===== config.mk =====
export PLATFORM = sky130hd
export DESIGN_NAME = ordinal_date_add_and_diff_unit
export DESIGN_NICKNAME = d
export VERILOG_FILES = /design/src/rtl/core/odad_pkg.sv /design/src/rtl/core/ordinal_date_add_and_diff_unit.sv
export VERILOG_INCLUDE_DIRS = /design/src /design/src/rtl/core
export SDC_FILE = /design/constraint.sdc
export NUM_CORES = 2
export LEC_CHECK = 0
export BUFFER_PORTS_ARGS = -buffer_cell sky130_fd_sc_hd__buf_4
export CAP_MARGIN = 20
export CORE_MARGIN = 2
export CORE_UTILIZATION = 59
export DETAILED_ROUTE_END_ITERATION = 8
export PLACE_DENSITY_LB_ADDON = 0.25
export SLEW_MARGIN = 20
export SYNTH_ARGS = -nofsm -noshare
export SYNTH_HDL_FRONTEND = slang
export SYNTH_SLANG_ARGS = --single-unit

===== constraint.sdc =====
create_clock -name clock -period 7.61 [get_ports clock]
set_input_delay 0.3805 -clock clock [delete_from_list [all_inputs] [get_ports clock]]
set_output_delay 0.3805 -clock clock [all_outputs]
set_load 0.01 [all_outputs]

===== src/rtl/core/ordinal_date_add_and_diff_unit_defines.svh =====
// Assertion macros shared by the ordinal date arithmetic RTL
`ifndef ORDINAL_DATE_ADD_AND_DIFF_UNIT_DEFINES_SVH
`define ORDINAL_DATE_ADD_AND_DIFF_UNIT_DEFINES_SVH

// Check a same-cycle implication on the block clock, off during reset
`define ODAD_ASSERT_NOW(lbl, ante, cons, msg) \
   lbl: assert property (@(posedge clock) disable iff (reset) (ante) |-> (cons)) \
      else $error(msg);

// Check an implication that lands in the next cycle, off during reset
`define ODAD_ASSERT_NEXT(lbl, ante, cons, msg) \
   lbl: assert property (@(posedge clock) disable iff (reset) (ante) |=> (cons)) \
      else $error(msg);

`endif


===== src/rtl/core/odad_pkg.sv =====
// Types, constants and microcode program of the ordinal date arithmetic unit
`default_nettype none

package odad_pkg;

   // Field widths
   localparam int YEAR_W = 15;
   localparam int DAY_W  = 9;
   localparam int OFF_W  = 24;
   localparam int CNT_W  = 25;
   localparam int ORD_W  = 27;   // signed day ordinal with room for the offset
   localparam int YR_W   = 16;   // working year, reaches one past the last year
   localparam int PRD_W  = 40;
   localparam int PC_W   = 5;

   // Calendar constants
   localparam logic [YR_W-1:0]         YEAR_TOP    = 16'd32767;
   localparam logic signed [ORD_W-1:0] DAYS_LIMIT  = 27'sd11968266;
   localparam logic [8:0]              YEAR_DAYS   = 9'd365;
   localparam logic [DAY_W-1:0]        MAX_DAY     = 9'd365;

   // Reciprocals: x/25 as (x*DIV25_RECIP)>>DIV25_SHIFT for x below 8217,
   // and an estimate of ordinal*400/146097 as (ord*EST_RECIP)>>EST_SHIFT
   localparam logic [12:0] DIV25_RECIP = 13'd5243;
   localparam int          DIV25_SHIFT = 17;
   localparam logic [15:0] EST_RECIP   = 16'd45935;
   localparam int          EST_SHIFT   = 24;

   typedef enum logic [4:0] {
      OP_NOP,
      OP_YR_A,
      OP_YR_A1,
      OP_YR_B,
      OP_YR_B1,
      OP_YR_INC,
      OP_YR_DEC,
      OP_YR_EST,
      OP_EST_MUL,
      OP_DB_365,
      OP_DB_4,
      OP_DB_M100,
      OP_DB_S100,
      OP_DB_M400,
      OP_DB_A400,
      OP_ORD_A,
      OP_ORD_OFF,
      OP_AUX_B,
      OP_SET_ERR,
      OP_CNT,
      OP_DAY
   } op_type;

   typedef enum logic [3:0] {
      COND_ALWAYS,
      COND_DIFF,
      COND_ORD_NEG,
      COND_ORD_HIGH,
      COND_ORD_GE_ACC,
      COND_AUX_GE_ACC,
      COND_STAY,
      COND_YR_TOP,
      COND_ACC_LE_ORD
   } cond_type;

   typedef enum logic [2:0] {
      SEQ_NEXT,
      SEQ_BRANCH,
      SEQ_CALL,
      SEQ_RET,
      SEQ_DONE
   } seq_type;

   typedef struct packed {
      seq_type          seq;
      cond_type         cond;
      op_type           op;
      logic [PC_W-1:0]  target;
   } ucode_type;

   // Program labels
   localparam logic [PC_W-1:0] UA_START = 5'd0;
   localparam logic [PC_W-1:0] UA_DOWN  = 5'd6;
   localparam logic [PC_W-1:0] UA_UP    = 5'd9;
   localparam logic [PC_W-1:0] UA_FIN   = 5'd13;
   localparam logic [PC_W-1:0] UA_ERR   = 5'd15;
   localparam logic [PC_W-1:0] UA_DIFF  = 5'd16;
   localparam logic [PC_W-1:0] UA_DB    = 5'd25;

   // Control store. The routine at UA_DB leaves the days before year yr in acc.
   function automatic ucode_type ucode_word(input logic [PC_W-1:0] addr);
      ucode_type w;
      w = '{SEQ_NEXT, COND_ALWAYS, OP_NOP, UA_START};
      case (addr)
         // dispatch, load year A for both paths
         5'd0:  w = '{SEQ_BRANCH, COND_DIFF,       OP_YR_A,    UA_DIFF};
         // sum: ordinal of A plus offset, range check, year estimate
         5'd1:  w = '{SEQ_CALL,   COND_ALWAYS,     OP_NOP,     UA_DB};
         5'd2:  w = '{SEQ_NEXT,   COND_ALWAYS,     OP_ORD_A,   UA_START};
         5'd3:  w = '{SEQ_NEXT,   COND_ALWAYS,     OP_ORD_OFF, UA_START};
         5'd4:  w = '{SEQ_BRANCH, COND_ORD_NEG,    OP_EST_MUL, UA_ERR};
         5'd5:  w = '{SEQ_BRANCH, COND_ORD_HIGH,   OP_YR_EST,  UA_ERR};
         // step the year down while it starts after the ordinal
         5'd6:  w = '{SEQ_CALL,   COND_ALWAYS,     OP_NOP,     UA_DB};
         5'd7:  w = '{SEQ_BRANCH, COND_STAY,       OP_NOP,     UA_UP};
         5'd8:  w = '{SEQ_BRANCH, COND_ALWAYS,     OP_YR_DEC,  UA_DOWN};
         // step the year up while the next one starts at or before it
         5'd9:  w = '{SEQ_BRANCH, COND_YR_TOP,     OP_NOP,     UA_FIN};
         5'd10: w = '{SEQ_CALL,   COND_ALWAYS,     OP_YR_INC,  UA_DB};
         5'd11: w = '{SEQ_BRANCH, COND_ACC_LE_ORD, OP_NOP,     UA_UP};
         5'd12: w = '{SEQ_NEXT,   COND_ALWAYS,     OP_YR_DEC,  UA_START};
         5'd13: w = '{SEQ_CALL,   COND_ALWAYS,     OP_NOP,     UA_DB};
         5'd14: w = '{SEQ_DONE,   COND_ALWAYS,     OP_DAY,     UA_START};
         5'd15: w = '{SEQ_DONE,   COND_ALWAYS,     OP_SET_ERR, UA_START};
         // difference: both ordinals, each day checked against the next year
         5'd16: w = '{SEQ_CALL,   COND_ALWAYS,     OP_NOP,     UA_DB};
         5'd17: w = '{SEQ_NEXT,   COND_ALWAYS,     OP_ORD_A,   UA_START};
         5'd18: w = '{SEQ_CALL,   COND_ALWAYS,     OP_YR_A1,   UA_DB};
         5'd19: w = '{SEQ_BRANCH, COND_ORD_GE_ACC, OP_NOP,     UA_ERR};
         5'd20: w = '{SEQ_CALL,   COND_ALWAYS,     OP_YR_B,    UA_DB};
         5'd21: w = '{SEQ_NEXT,   COND_ALWAYS,     OP_AUX_B,   UA_START};
         5'd22: w = '{SEQ_CALL,   COND_ALWAYS,     OP_YR_B1,   UA_DB};
         5'd23: w = '{SEQ_BRANCH, COND_AUX_GE_ACC, OP_NOP,     UA_ERR};
         5'd24: w = '{SEQ_DONE,   COND_ALWAYS,     OP_CNT,     UA_START};
         // days before year yr
         5'd25: w = '{SEQ_NEXT,   COND_ALWAYS,     OP_DB_365,  UA_START};
         5'd26: w = '{SEQ_NEXT,   COND_ALWAYS,     OP_DB_4,    UA_START};
         5'd27: w = '{SEQ_NEXT,   COND_ALWAYS,     OP_DB_M100, UA_START};
         5'd28: w = '{SEQ_NEXT,   COND_ALWAYS,     OP_DB_S100, UA_START};
         5'd29: w = '{SEQ_NEXT,   COND_ALWAYS,     OP_DB_M400, UA_START};
         5'd30: w = '{SEQ_RET,    COND_ALWAYS,     OP_DB_A400, UA_START};
         default: w = '{SEQ_DONE, COND_ALWAYS,     OP_SET_ERR, UA_START};
      endcase
      return w;
   endfunction

endpackage

`default_nettype wire


===== src/rtl/core/ordinal_date_add_and_diff_unit.sv =====
// Ordinal date arithmetic unit: microcoded sum and difference of ordinal dates
//
//   channel  ports                          transfer
//   ------   -----------------------------  -------------------------------
//   request  start, busy, req_*             start high while busy is low
//   result   rsp_strobe, rsp_*              rsp_strobe high, one cycle only
//
// A sum probes year by year from its estimate to the result year, and ends
// early when the sum leaves the year range. Each year probe runs the
// six-step days-before-year routine of the sequencer.
// busy stays high from the transfer until the cycle of the strobe.
// Reset is synchronous and clears the sequencer and the strobe; the receiver
// cannot stall, so no result ever waits.
`default_nettype none

`include "ordinal_date_add_and_diff_unit_defines.svh"

module ordinal_date_add_and_diff_unit (
   input  wire                                    clock,
   input  wire                                    reset,
   input  wire                                    start,
   output logic                                   busy,
   input  wire                                    req_action,
   input  wire  [odad_pkg::YEAR_W-1:0]            req_year_a,
   input  wire  [odad_pkg::DAY_W-1:0]             req_day_a,
   input  wire  [odad_pkg::YEAR_W-1:0]            req_year_b,
   input  wire  [odad_pkg::DAY_W-1:0]             req_day_b,
   input  wire  signed [odad_pkg::OFF_W-1:0]      req_day_offset,
   output logic                                   rsp_strobe,
   output logic [odad_pkg::YEAR_W-1:0]            rsp_result_year,
   output logic [odad_pkg::DAY_W-1:0]             rsp_result_day,
   output logic signed [odad_pkg::CNT_W-1:0]      rsp_day_count,
   output logic                                   rsp_error
);

   // Sequencer state
   logic                              run_ff,    run_in;
   logic [odad_pkg::PC_W-1:0]         pc_ff,     pc_in;
   logic [odad_pkg::PC_W-1:0]         ret_ff,    ret_in;
   logic                              strobe_ff, strobe_in;

   // Captured request
   logic                              act_ff,    act_in;
   logic [odad_pkg::YEAR_W-1:0]       ya_ff,     ya_in;
   logic [odad_pkg::DAY_W-1:0]        da_ff,     da_in;
   logic [odad_pkg::YEAR_W-1:0]       yb_ff,     yb_in;
   logic [odad_pkg::DAY_W-1:0]        db_ff,     db_in;
   logic signed [odad_pkg::OFF_W-1:0] off_ff,    off_in;

   // Datapath registers
   logic [odad_pkg::YR_W-1:0]         yr_ff,     yr_in;
   logic signed [odad_pkg::ORD_W-1:0] acc_ff,    acc_in;
   logic signed [odad_pkg::ORD_W-1:0] ord_ff,    ord_in;
   logic signed [odad_pkg::ORD_W-1:0] aux_ff,    aux_in;
   logic [odad_pkg::PRD_W-1:0]        prd_ff,    prd_in;

   // Result registers
   logic [odad_pkg::YEAR_W-1:0]       ryear_ff,  ryear_in;
   logic [odad_pkg::DAY_W-1:0]        rday_ff,   rday_in;
   logic [odad_pkg::CNT_W-1:0]        cnt_ff,    cnt_in;
   logic                              err_ff,    err_in;

   // Combinational helpers
   odad_pkg::ucode_type               cw;
   logic                              cond_hit;
   logic                              accept;
   logic [odad_pkg::YR_W-1:0]         yr_p3;
   logic [odad_pkg::YR_W-1:0]         yr_p99;
   logic [odad_pkg::YR_W-1:0]         yr_p399;
   logic [odad_pkg::YR_W-1:0]         yr_est;
   logic [24:0]                       mul365;
   logic signed [odad_pkg::ORD_W-1:0] off_ext;
   logic signed [odad_pkg::ORD_W-1:0] day_diff;
   logic signed [odad_pkg::ORD_W-1:0] cnt_diff;
   logic signed [odad_pkg::ORD_W-1:0] quot25;

   assign accept   = start && !run_ff;
   assign cw       = odad_pkg::ucode_word(pc_ff);
   assign yr_p3    = yr_ff + 16'd3;
   assign yr_p99   = yr_ff + 16'd99;
   assign yr_p399  = yr_ff + 16'd399;
   assign yr_est   = prd_ff[odad_pkg::EST_SHIFT +: odad_pkg::YR_W];
   assign mul365   = 25'(yr_ff) * 25'(odad_pkg::YEAR_DAYS);
   assign off_ext  = odad_pkg::ORD_W'(off_ff);
   assign day_diff = ord_ff - acc_ff;
   assign cnt_diff = ord_ff - aux_ff;
   assign quot25   = $signed({17'd0, prd_ff[odad_pkg::DIV25_SHIFT +: 10]});

   // Evaluate the branch condition of the current control word
   always_comb begin
      case (cw.cond)
         odad_pkg::COND_ALWAYS:     cond_hit = 1'b1;
         odad_pkg::COND_DIFF:       cond_hit = act_ff;
         odad_pkg::COND_ORD_NEG:    cond_hit = ord_ff[odad_pkg::ORD_W-1];
         odad_pkg::COND_ORD_HIGH:   cond_hit = (ord_ff >= odad_pkg::DAYS_LIMIT);
         odad_pkg::COND_ORD_GE_ACC: cond_hit = (ord_ff >= acc_ff);
         odad_pkg::COND_AUX_GE_ACC: cond_hit = (aux_ff >= acc_ff);
         odad_pkg::COND_STAY:       cond_hit = (acc_ff <= ord_ff) || (yr_ff == '0);
         odad_pkg::COND_YR_TOP:     cond_hit = (yr_ff == odad_pkg::YEAR_TOP);
         odad_pkg::COND_ACC_LE_ORD: cond_hit = (acc_ff <= ord_ff);
         default:                   cond_hit = 1'b0;
      endcase
   end

   // Next-state logic: capture on transfer, else run one control word
   always_comb begin
      run_in    = run_ff;
      pc_in     = pc_ff;
      ret_in    = ret_ff;
      strobe_in = 1'b0;
      act_in    = act_ff;
      ya_in     = ya_ff;
      da_in     = da_ff;
      yb_in     = yb_ff;
      db_in     = db_ff;
      off_in    = off_ff;
      yr_in     = yr_ff;
      acc_in    = acc_ff;
      ord_in    = ord_ff;
      aux_in    = aux_ff;
      prd_in    = prd_ff;
      ryear_in  = ryear_ff;
      rday_in   = rday_ff;
      cnt_in    = cnt_ff;
      err_in    = err_ff;

      if (accept) begin
         run_in   = 1'b1;
         pc_in    = odad_pkg::UA_START;
         act_in   = req_action;
         ya_in    = req_year_a;
         da_in    = req_day_a;
         yb_in    = req_year_b;
         db_in    = req_day_b;
         off_in   = req_day_offset;
         ryear_in = '0;
         rday_in  = '0;
         cnt_in   = '0;
         err_in   = 1'b0;
      end else if (run_ff) begin
         // datapath operation
         case (cw.op)
            odad_pkg::OP_NOP:     ;
            odad_pkg::OP_YR_A:    yr_in = odad_pkg::YR_W'(ya_ff);
            odad_pkg::OP_YR_A1:   yr_in = odad_pkg::YR_W'(ya_ff) + 16'd1;
            odad_pkg::OP_YR_B:    yr_in = odad_pkg::YR_W'(yb_ff);
            odad_pkg::OP_YR_B1:   yr_in = odad_pkg::YR_W'(yb_ff) + 16'd1;
            odad_pkg::OP_YR_INC:  yr_in = yr_ff + 16'd1;
            odad_pkg::OP_YR_DEC:  yr_in = yr_ff - 16'd1;
            odad_pkg::OP_YR_EST:
               yr_in = (yr_est > odad_pkg::YEAR_TOP) ? odad_pkg::YEAR_TOP : yr_est;
            odad_pkg::OP_EST_MUL:
               prd_in = odad_pkg::PRD_W'(ord_ff[23:0]) * odad_pkg::PRD_W'(odad_pkg::EST_RECIP);
            odad_pkg::OP_DB_365:  acc_in = $signed({2'b00, mul365});
            odad_pkg::OP_DB_4:    acc_in = acc_ff + $signed({13'd0, yr_p3[15:2]});
            odad_pkg::OP_DB_M100:
               prd_in = odad_pkg::PRD_W'(yr_p99[15:2]) * odad_pkg::PRD_W'(odad_pkg::DIV25_RECIP);
            odad_pkg::OP_DB_S100: acc_in = acc_ff - quot25;
            odad_pkg::OP_DB_M400:
               prd_in = odad_pkg::PRD_W'(yr_p399[15:4]) * odad_pkg::PRD_W'(odad_pkg::DIV25_RECIP);
            odad_pkg::OP_DB_A400: acc_in = acc_ff + quot25;
            odad_pkg::OP_ORD_A:   ord_in = acc_ff + $signed({18'd0, da_ff});
            odad_pkg::OP_ORD_OFF: ord_in = ord_ff + off_ext;
            odad_pkg::OP_AUX_B:   aux_in = acc_ff + $signed({18'd0, db_ff});
            odad_pkg::OP_SET_ERR: err_in = 1'b1;
            odad_pkg::OP_CNT:     cnt_in = cnt_diff[odad_pkg::CNT_W-1:0];
            odad_pkg::OP_DAY: begin
               ryear_in = yr_ff[odad_pkg::YEAR_W-1:0];
               rday_in  = day_diff[odad_pkg::DAY_W-1:0];
            end
            default: ;
         endcase

         // sequencing
         case (cw.seq)
            odad_pkg::SEQ_NEXT:   pc_in = pc_ff + 5'd1;
            odad_pkg::SEQ_BRANCH: pc_in = cond_hit ? cw.target : pc_ff + 5'd1;
            odad_pkg::SEQ_CALL: begin
               pc_in  = cw.target;
               ret_in = pc_ff + 5'd1;
            end
            odad_pkg::SEQ_RET:    pc_in = ret_ff;
            odad_pkg::SEQ_DONE: begin
               run_in    = 1'b0;
               strobe_in = 1'b1;
            end
            default:              pc_in = pc_ff + 5'd1;
         endcase
      end
   end

   // Hold sequencer state and registered outputs
   always_ff @(posedge clock) begin
      if (reset) begin
         run_ff    <= 1'b0;
         pc_ff     <= odad_pkg::UA_START;
         strobe_ff <= 1'b0;
      end else begin
         run_ff    <= run_in;
         pc_ff     <= pc_in;
         strobe_ff <= strobe_in;
      end
   end

   // Advance datapath and result registers
   always_ff @(posedge clock) begin
      ret_ff   <= ret_in;
      act_ff   <= act_in;
      ya_ff    <= ya_in;
      da_ff    <= da_in;
      yb_ff    <= yb_in;
      db_ff    <= db_in;
      off_ff   <= off_in;
      yr_ff    <= yr_in;
      acc_ff   <= acc_in;
      ord_ff   <= ord_in;
      aux_ff   <= aux_in;
      prd_ff   <= prd_in;
      ryear_ff <= ryear_in;
      rday_ff  <= rday_in;
      cnt_ff   <= cnt_in;
      err_ff   <= err_in;
   end

   // Drive ports
   assign busy            = run_ff;
   assign rsp_strobe      = strobe_ff;
   assign rsp_result_year = ryear_ff;
   assign rsp_result_day  = rday_ff;
   assign rsp_day_count   = $signed(cnt_ff);
   assign rsp_error       = err_ff;

   // Checks
   logic sum_zero;
   logic cnt_zero;
   logic fields_zero;
   logic day_ok;

   assign sum_zero    = (rsp_result_year == '0) && (rsp_result_day == '0);
   assign cnt_zero    = (rsp_day_count == '0);
   assign fields_zero = sum_zero && cnt_zero;
   assign day_ok      = (rsp_result_day <= odad_pkg::MAX_DAY);

   `ODAD_ASSERT_NOW(a_strobe_idle, rsp_strobe, !busy, "result strobe while still busy")
   `ODAD_ASSERT_NEXT(a_start_runs, start && !busy, busy, "transfer did not start the sequencer")
   `ODAD_ASSERT_NOW(a_err_zero, rsp_strobe && rsp_error, fields_zero, "error result not zeroed")
   `ODAD_ASSERT_NOW(a_day_legal, rsp_strobe && !rsp_error, day_ok, "result day beyond the year")
   `ODAD_ASSERT_NOW(a_one_path, rsp_strobe && !cnt_zero, sum_zero, "both result kinds set")

endmodule

`default_nettype wire

=== Word-level counts from Yosys, hierarchy flattened ===
Memories as Yosys holds them, arrays and structs flattened. A register that Yosys moved wholly into a read port is not among the register bits.
Cells that the tools add are included.

* Memories kept: 1
* Logic and storage cells: 116
* ROM bits: 544
* Bits in registers: 272
* Input port bits: 76
* Output and inout bits: 52

* Reductions and logical operators: 21
* $add $sub $neg: 16
* Mux-type cells: 14
* Multiply operators: 4
* Bitwise operators: 3
* Order comparisons: 5
* Equality and inequality tests: 33

{| class="wikitable"
|+ Memory list
! memory !! depth !! bits a word !! rd ports !! clocked after memory_dff !! wr ports !! line !! RTL
|-
| (no name shown) || 32 || 17 || 1 || 1 || 0 || odad_pkg.sv:93 || <nowiki>case (addr)</nowiki>
|}

{| class="wikitable"
|+ Operator list
! cell !! number
|-
| case mux 40 bit (3 select lines) || 1
|-
| case mux 16 bit (7 select lines) || 1
|-
| case mux 27 bit (4 select lines) || 1
|-
| adder 27 x 10 -> 27 bit || 2
|-
| >= comparator 27 bit || 2
|-
| case mux 27 bit (2 select lines) || 1
|-
| equality test 5 x 4 -> 1 bit (second input constant) || 8
|-
| multiplier 24 x 16 -> 40 bit (second input constant) || 1
|-
| adder 15 x 1 -> 16 bit (second input constant) || 2
|-
| adder 27 x 11 -> 27 bit || 1
|-
| adder 27 x 15 -> 27 bit || 1
|-
| adder 27 x 24 -> 27 bit || 1
|-
| >= comparator 27 x 25 -> 1 bit (second input constant) || 1
|-
| <= comparator 27 bit || 1
|-
| multiplier 14 x 13 -> 27 bit (second input constant) || 1
|-
| subtractor 27 x 11 -> 27 bit || 1
|-
| equality test 5 bit (second input constant) || 5
|-
| multiplier 12 x 13 -> 25 bit (second input constant) || 1
|-
| multiplier 16 x 9 -> 25 bit (second input constant) || 1
|-
| subtractor 25 bit || 1
|-
| equality test 5 x 3 -> 1 bit (second input constant) || 4
|-
| case mux 5 bit (4 select lines) || 1
|-
| AND reduction 3 bit || 6
|-
| adder 16 x 1 -> 16 bit (second input constant) || 1
|-
| other kinds (34) || 50
|}

=== Depth between registers and ports, before layout ===
* Depth after elaboration: 7
* Depth in mapped cells: 32
* Gate-level depth less buffers: 31

=== Least setup slack after synthesis ===
No wires, ideal clock.

* Path kind: register to register
* Start point: reg yr_ff[0] (netlist bit)
* End point: reg prd_ff[26] (netlist bit), data pin
* Library setup time: 0.266 ns
* Arrival time: 7.164 ns
* Slack: 0.180 ns
* Path buffers: 1
* Clock period less this slack: 7.430 ns
* Stages on the path, launching flop included: 30
* Required time: 7.344 ns
* Path through: edfxtp_1 clkbuf_1 o21a_1 and2_1 a21oi_1 nor2b_1 nor2b_1 nand3_1 nor2_1 nand2_1 xnor2_1 fa_1 ha_1 fa_1 fa_1 inv_1 fa_1 inv_1 ha_1 or3_1 a221oi_1 o221ai_1 a31oi_1 o21ai_0 nor4_1 nor3_1 a31o_2 a21oi_1 xnor2_1 o21ai_0

* Longest elaborated chain between the ends: 3

{| class="wikitable"
|+ Ends and longest elaborated chain
! item !! line !! RTL
|-
| start: declaration || ordinal_date_add_and_diff_unit.sv:51 || <nowiki>logic [odad_pkg::YR_W-1:0] yr_ff, yr_in;</nowiki>
|-
| start signal: assignment || ordinal_date_add_and_diff_unit.sv:214 || <nowiki>yr_ff <= yr_in;</nowiki>
|-
| adder 16 x 7 -> 16 bit || ordinal_date_add_and_diff_unit.sv:80 || <nowiki>assign yr_p99 = yr_ff + 16'd99;</nowiki>
|-
| multiplier 14 x 13 -> 27 bit || ordinal_date_add_and_diff_unit.sv:157 || <nowiki>prd_in = odad_pkg::PRD_W'(yr_p99[15:2]) * odad_pkg::PRD_W'(odad_pkg::DIV25_RECIP);</nowiki>
|-
| case mux 40 bit (3 select lines) || ordinal_date_add_and_diff_unit.sv:142 || <nowiki>case (cw.op)</nowiki>
|-
| end signal: assignment || ordinal_date_add_and_diff_unit.sv:218 || <nowiki>prd_ff <= prd_in;</nowiki>
|-
| end: declaration || ordinal_date_add_and_diff_unit.sv:55 || <nowiki>logic [odad_pkg::PRD_W-1:0] prd_ff, prd_in;</nowiki>
|}

Every way passes these cells.
A chain may end at the register's enable or synchronous reset.

=== Worst setup path after layout ===
Same ends and word-level chain as after synthesis.

==> run_results.csv <==
group,metric,value,unit
cells_and_area,final_common_cell,"inv_1",
timing,fin_crit,7290,ps
synth,yosysWarnings,0,
timing,fin_hold_ws,383,ps
grt,grt-ovfl-total,0,
hold_path,min_to,"rsp_day_count[22]$_SDFFE_PP0P_",
grt,grt_max_degree,69,
power_and_ir_drop,total_leakage_power,19.2,nW
die,design.core.area,59100,um2
critical_path,setup.worst_path.class,"reg -> reg",
synth,async_flop_share,0,
critical_path,regToRegSetupSlack,320,ps
critical_path,critical_path_required,7910,ps
cts,clkLatencyLatePin,590,ps
timing,finalHoldViolations,0,
cts,numClockSinks,271,
placement,place_congestion,0.966,
timing,timing.final.crit_share,0.958,
critical_path,reg2reg_from,"yr_ff[0]$_DFFE_PP_",
grt,grt_pass1_wl,153,mm
placement,place_inst,4662,
die,row_count,89,
grt,first_global_vias,28070,
critical_path,slowest_delay,580,ps
cells_and_area,fill_cells,4606,
timing,setup_ws,322,ps
die,ios,128,
grt,antenna_found_initial,1,
synth,synth_flop_cell,"edfxtp_1",
timing,slew_violations,0,
synth,ys_types,87,
hold_path,holdPathStages,4,
timing,worst_pin_slew,1090,ps
routing,drtPass1Iterations,5,
critical_path,path_max_fanout,4,
grt,track_usage,0.313,
timing,setup_viol,0,
synth,syn_inst,3761,
hold_path,hp-start,"start",
routing,wire_per_inst,19.9,um
synth,ys_seq_area_frac,0.209,
routing,top_layer_used,"met5",
cts,cts-buffers-inserted,36,
power_and_ir_drop,pwr_density_cell,424,nW/um2
cells_and_area,final_net_count,5034,
cts,clk_pin_slew,70,ps
routing,drc_errors,0,
routing,dr_wl_met2,45.3,mm
critical_path,crit_arrival,7590,ps
die,initial_core_util,0.598,
critical_path,r2r-end,"prd_ff[26]$_DFFE_PP_",
routing,vias,27681,
cts,cts_tree,"built",
cells_and_area,drive_above_1_share,0.0815,
routing,wl,95.5,mm
power_and_ir_drop,ir_drop,0.00193,V
die,die_h,249,um
routing,ant_nets,0,
job,drv_cap,0,
synth,synthDominantCellAreaShare,0.209,
routing,wl_met3,6.13,mm
cts,clockRootBuffer,"clkbuf_16",
critical_path,cp-end-kind,"register",
cells_and_area,area_growth,12.4,%
routing,routed_via_density,5.75,
cells_and_area,instances_no_fill,4811,
synth,synth_area_leader_cell,"ha_1",
synth,syn_area,35400,um2
cells_and_area,num_antenna_cells,0,
placement,numPortBuffers,127,
die,die-area,61900,um2
cells_and_area,mostFrequentLayoutCells,"703 x inv_1, 591 x ha_1, 355 x fa_1",
critical_path,worst_path_most_repeated_cell,"fa_1",
critical_path,slowest_stage,"fa_1",
timing,relSlewSlack,0.253,
critical_path,r2r_cells,31,
run_status,status,"completed",
routing,drtIter0Drc,1896,
placement,dp_slack,-63.1,ps
die,fp.dieW,249,um
cts,clock_path_buffers,3,
hold_path,hp-class,"in -> reg",
cts,htree_levels,2,
routing,drt-met1-wl,38.7,mm
synth,synth.area.top_cells,"ha_1 21%, fa_1 20%, edfxtp_1 17%, inv_1 7.5%, dfxtp_1 4.1%",
synth,synth_nets,4783,
timing,fmax,0.137,GHz
synth,synth_edf_count,198,
synth,synth.avg_cell_area,9.41,um2
timing,fin_skew,39.5,ps
placement,dp.final_hpwl,77.7,mm
critical_path,start_kind,"register",
synth,yosys_register_bits,271,
-- through the flow --
stage / TNS, ps / util / cell area (um2) / total power [mW]
finish: 0 / 0.672 / 39800 / 16.9
floorplan: 0 / - / 35400 / 11.6
detailed placement: -63.1 / 0.636 / 37600 / 14.7
global route: -57.8 / 0.672 / 39800 / 18.9
CTS: 0 / 0.670 / 39600 / 16.8
global placement: 0 / 0.636 / 37600 / 14.3
-- layout make-up --
class	instances	area (um2)	area share
clock inverters	21	299	0.00752
inverters	705	2650	0.0666
repair buffers	288	2350	0.0592
multi-input cells	2710	25100	0.632
flip-flops and latches	271	7410	0.186
clock buffers	43	947	0.0238
well taps	773	967	0.0243
-- power by group --
group | internal (mW) | total, mW | leakage, nW | switching, mW
Sequential | 1.93 | 2.06 | 2.42 | 0.130
Clock | 1.10 | 1.84 | 0.600 | 0.737
Combinational | 5.61 | 13.0 | 16.2 | 7.34
Total | 8.64 | 16.9 | 19.2 | 8.21
-- worst max path at each step --
stage | end | from | slack, ps | cells after the start
after floorplan | prd_ff[26]$_DFFE_PP_ | yr_ff[0]$_DFFE_PP_ | 180 | 29
after global placement | prd_ff[26]$_DFFE_PP_ | yr_ff[0]$_DFFE_PP_ | 100 | 28
after detailed placement | prd_ff[26]$_DFFE_PP_ | yr_ff[0]$_DFFE_PP_ | -60 | 26
after CTS | prd_ff[26]$_DFFE_PP_ | yr_ff[0]$_DFFE_PP_ | 110 | 31
after global routing | prd_ff[26]$_DFFE_PP_ | yr_ff[0]$_DFFE_PP_ | -60 | 29
final | prd_ff[26]$_DFFE_PP_ | yr_ff[0]$_DFFE_PP_ | 320 | 31
-- state kept, by name, summed over array words and instances (netlist names), 15 cells and up --
name and flops:
acc_ff 27, aux_ff 27, ord_ff 27, rsp_day_count 25, off_ff 24, prd_ff 23, cw 16, yr_ff 16
rsp_result_year 15, ya_ff 15, yb_ff 15
-- logic make-up (layout without fill, tap and decap cells) --
group	Yosys count	after routing	synth area share
flip-flops	271	271	0.209
buffers and inverters	780	1057	0.0837
adder cells (fa/ha/maj)	947	947	0.410
multiplexers	36	36	0.0103
AO/OA/AOI/OAI	657	657	0.116
AND/OR/NAND/NOR	842	842	0.114
XOR/XNOR	228	228	0.0564
-- Yosys cell counts, types with 33 or more instances --
cell	n
ha_1	591
o21ai_0	158
nand2_1	236
nor3_1	65
inv_1	705
xor2_1	74
a21oi_1	226
edfxtp_1	198
nor2b_1	33
nand3_1	70
a21o_1	54
dfxtp_1	73
nand2b_1	53
nor2_1	229
xnor2_1	154
clkbuf_1	56
fa_1	355
-- metal layers --
layer  GRT usage  up-vias
li1            -    13123
met1       0.396    13317
met2       0.528      979
met3      0.0451      260
met4       0.155        2
met5           0        -
-- timing repair --
item	in CTS	in global routing
buffers inserted	0	11
pin swaps	0	1
resized for setup	3	12
setup endpoints to repair	1	9
endpoints found under the hold margin	74	0
gates cloned	0	0
hold buffers	74	0
-- worst max-delay path: cells and delay by family, from the launching register on --
family / cells / cell delay (ps)
adder cells (fa/ha/maj): 6 / 2600
flip-flops: 1 / 420
AND/OR/NAND/NOR: 8 / 1430
AO/OA/AOI/OAI: 9 / 1670
buffers and inverters: 6 / 680
XOR/XNOR: 2 / 220
Note: power is estimated with default switching activity, not from simulation.
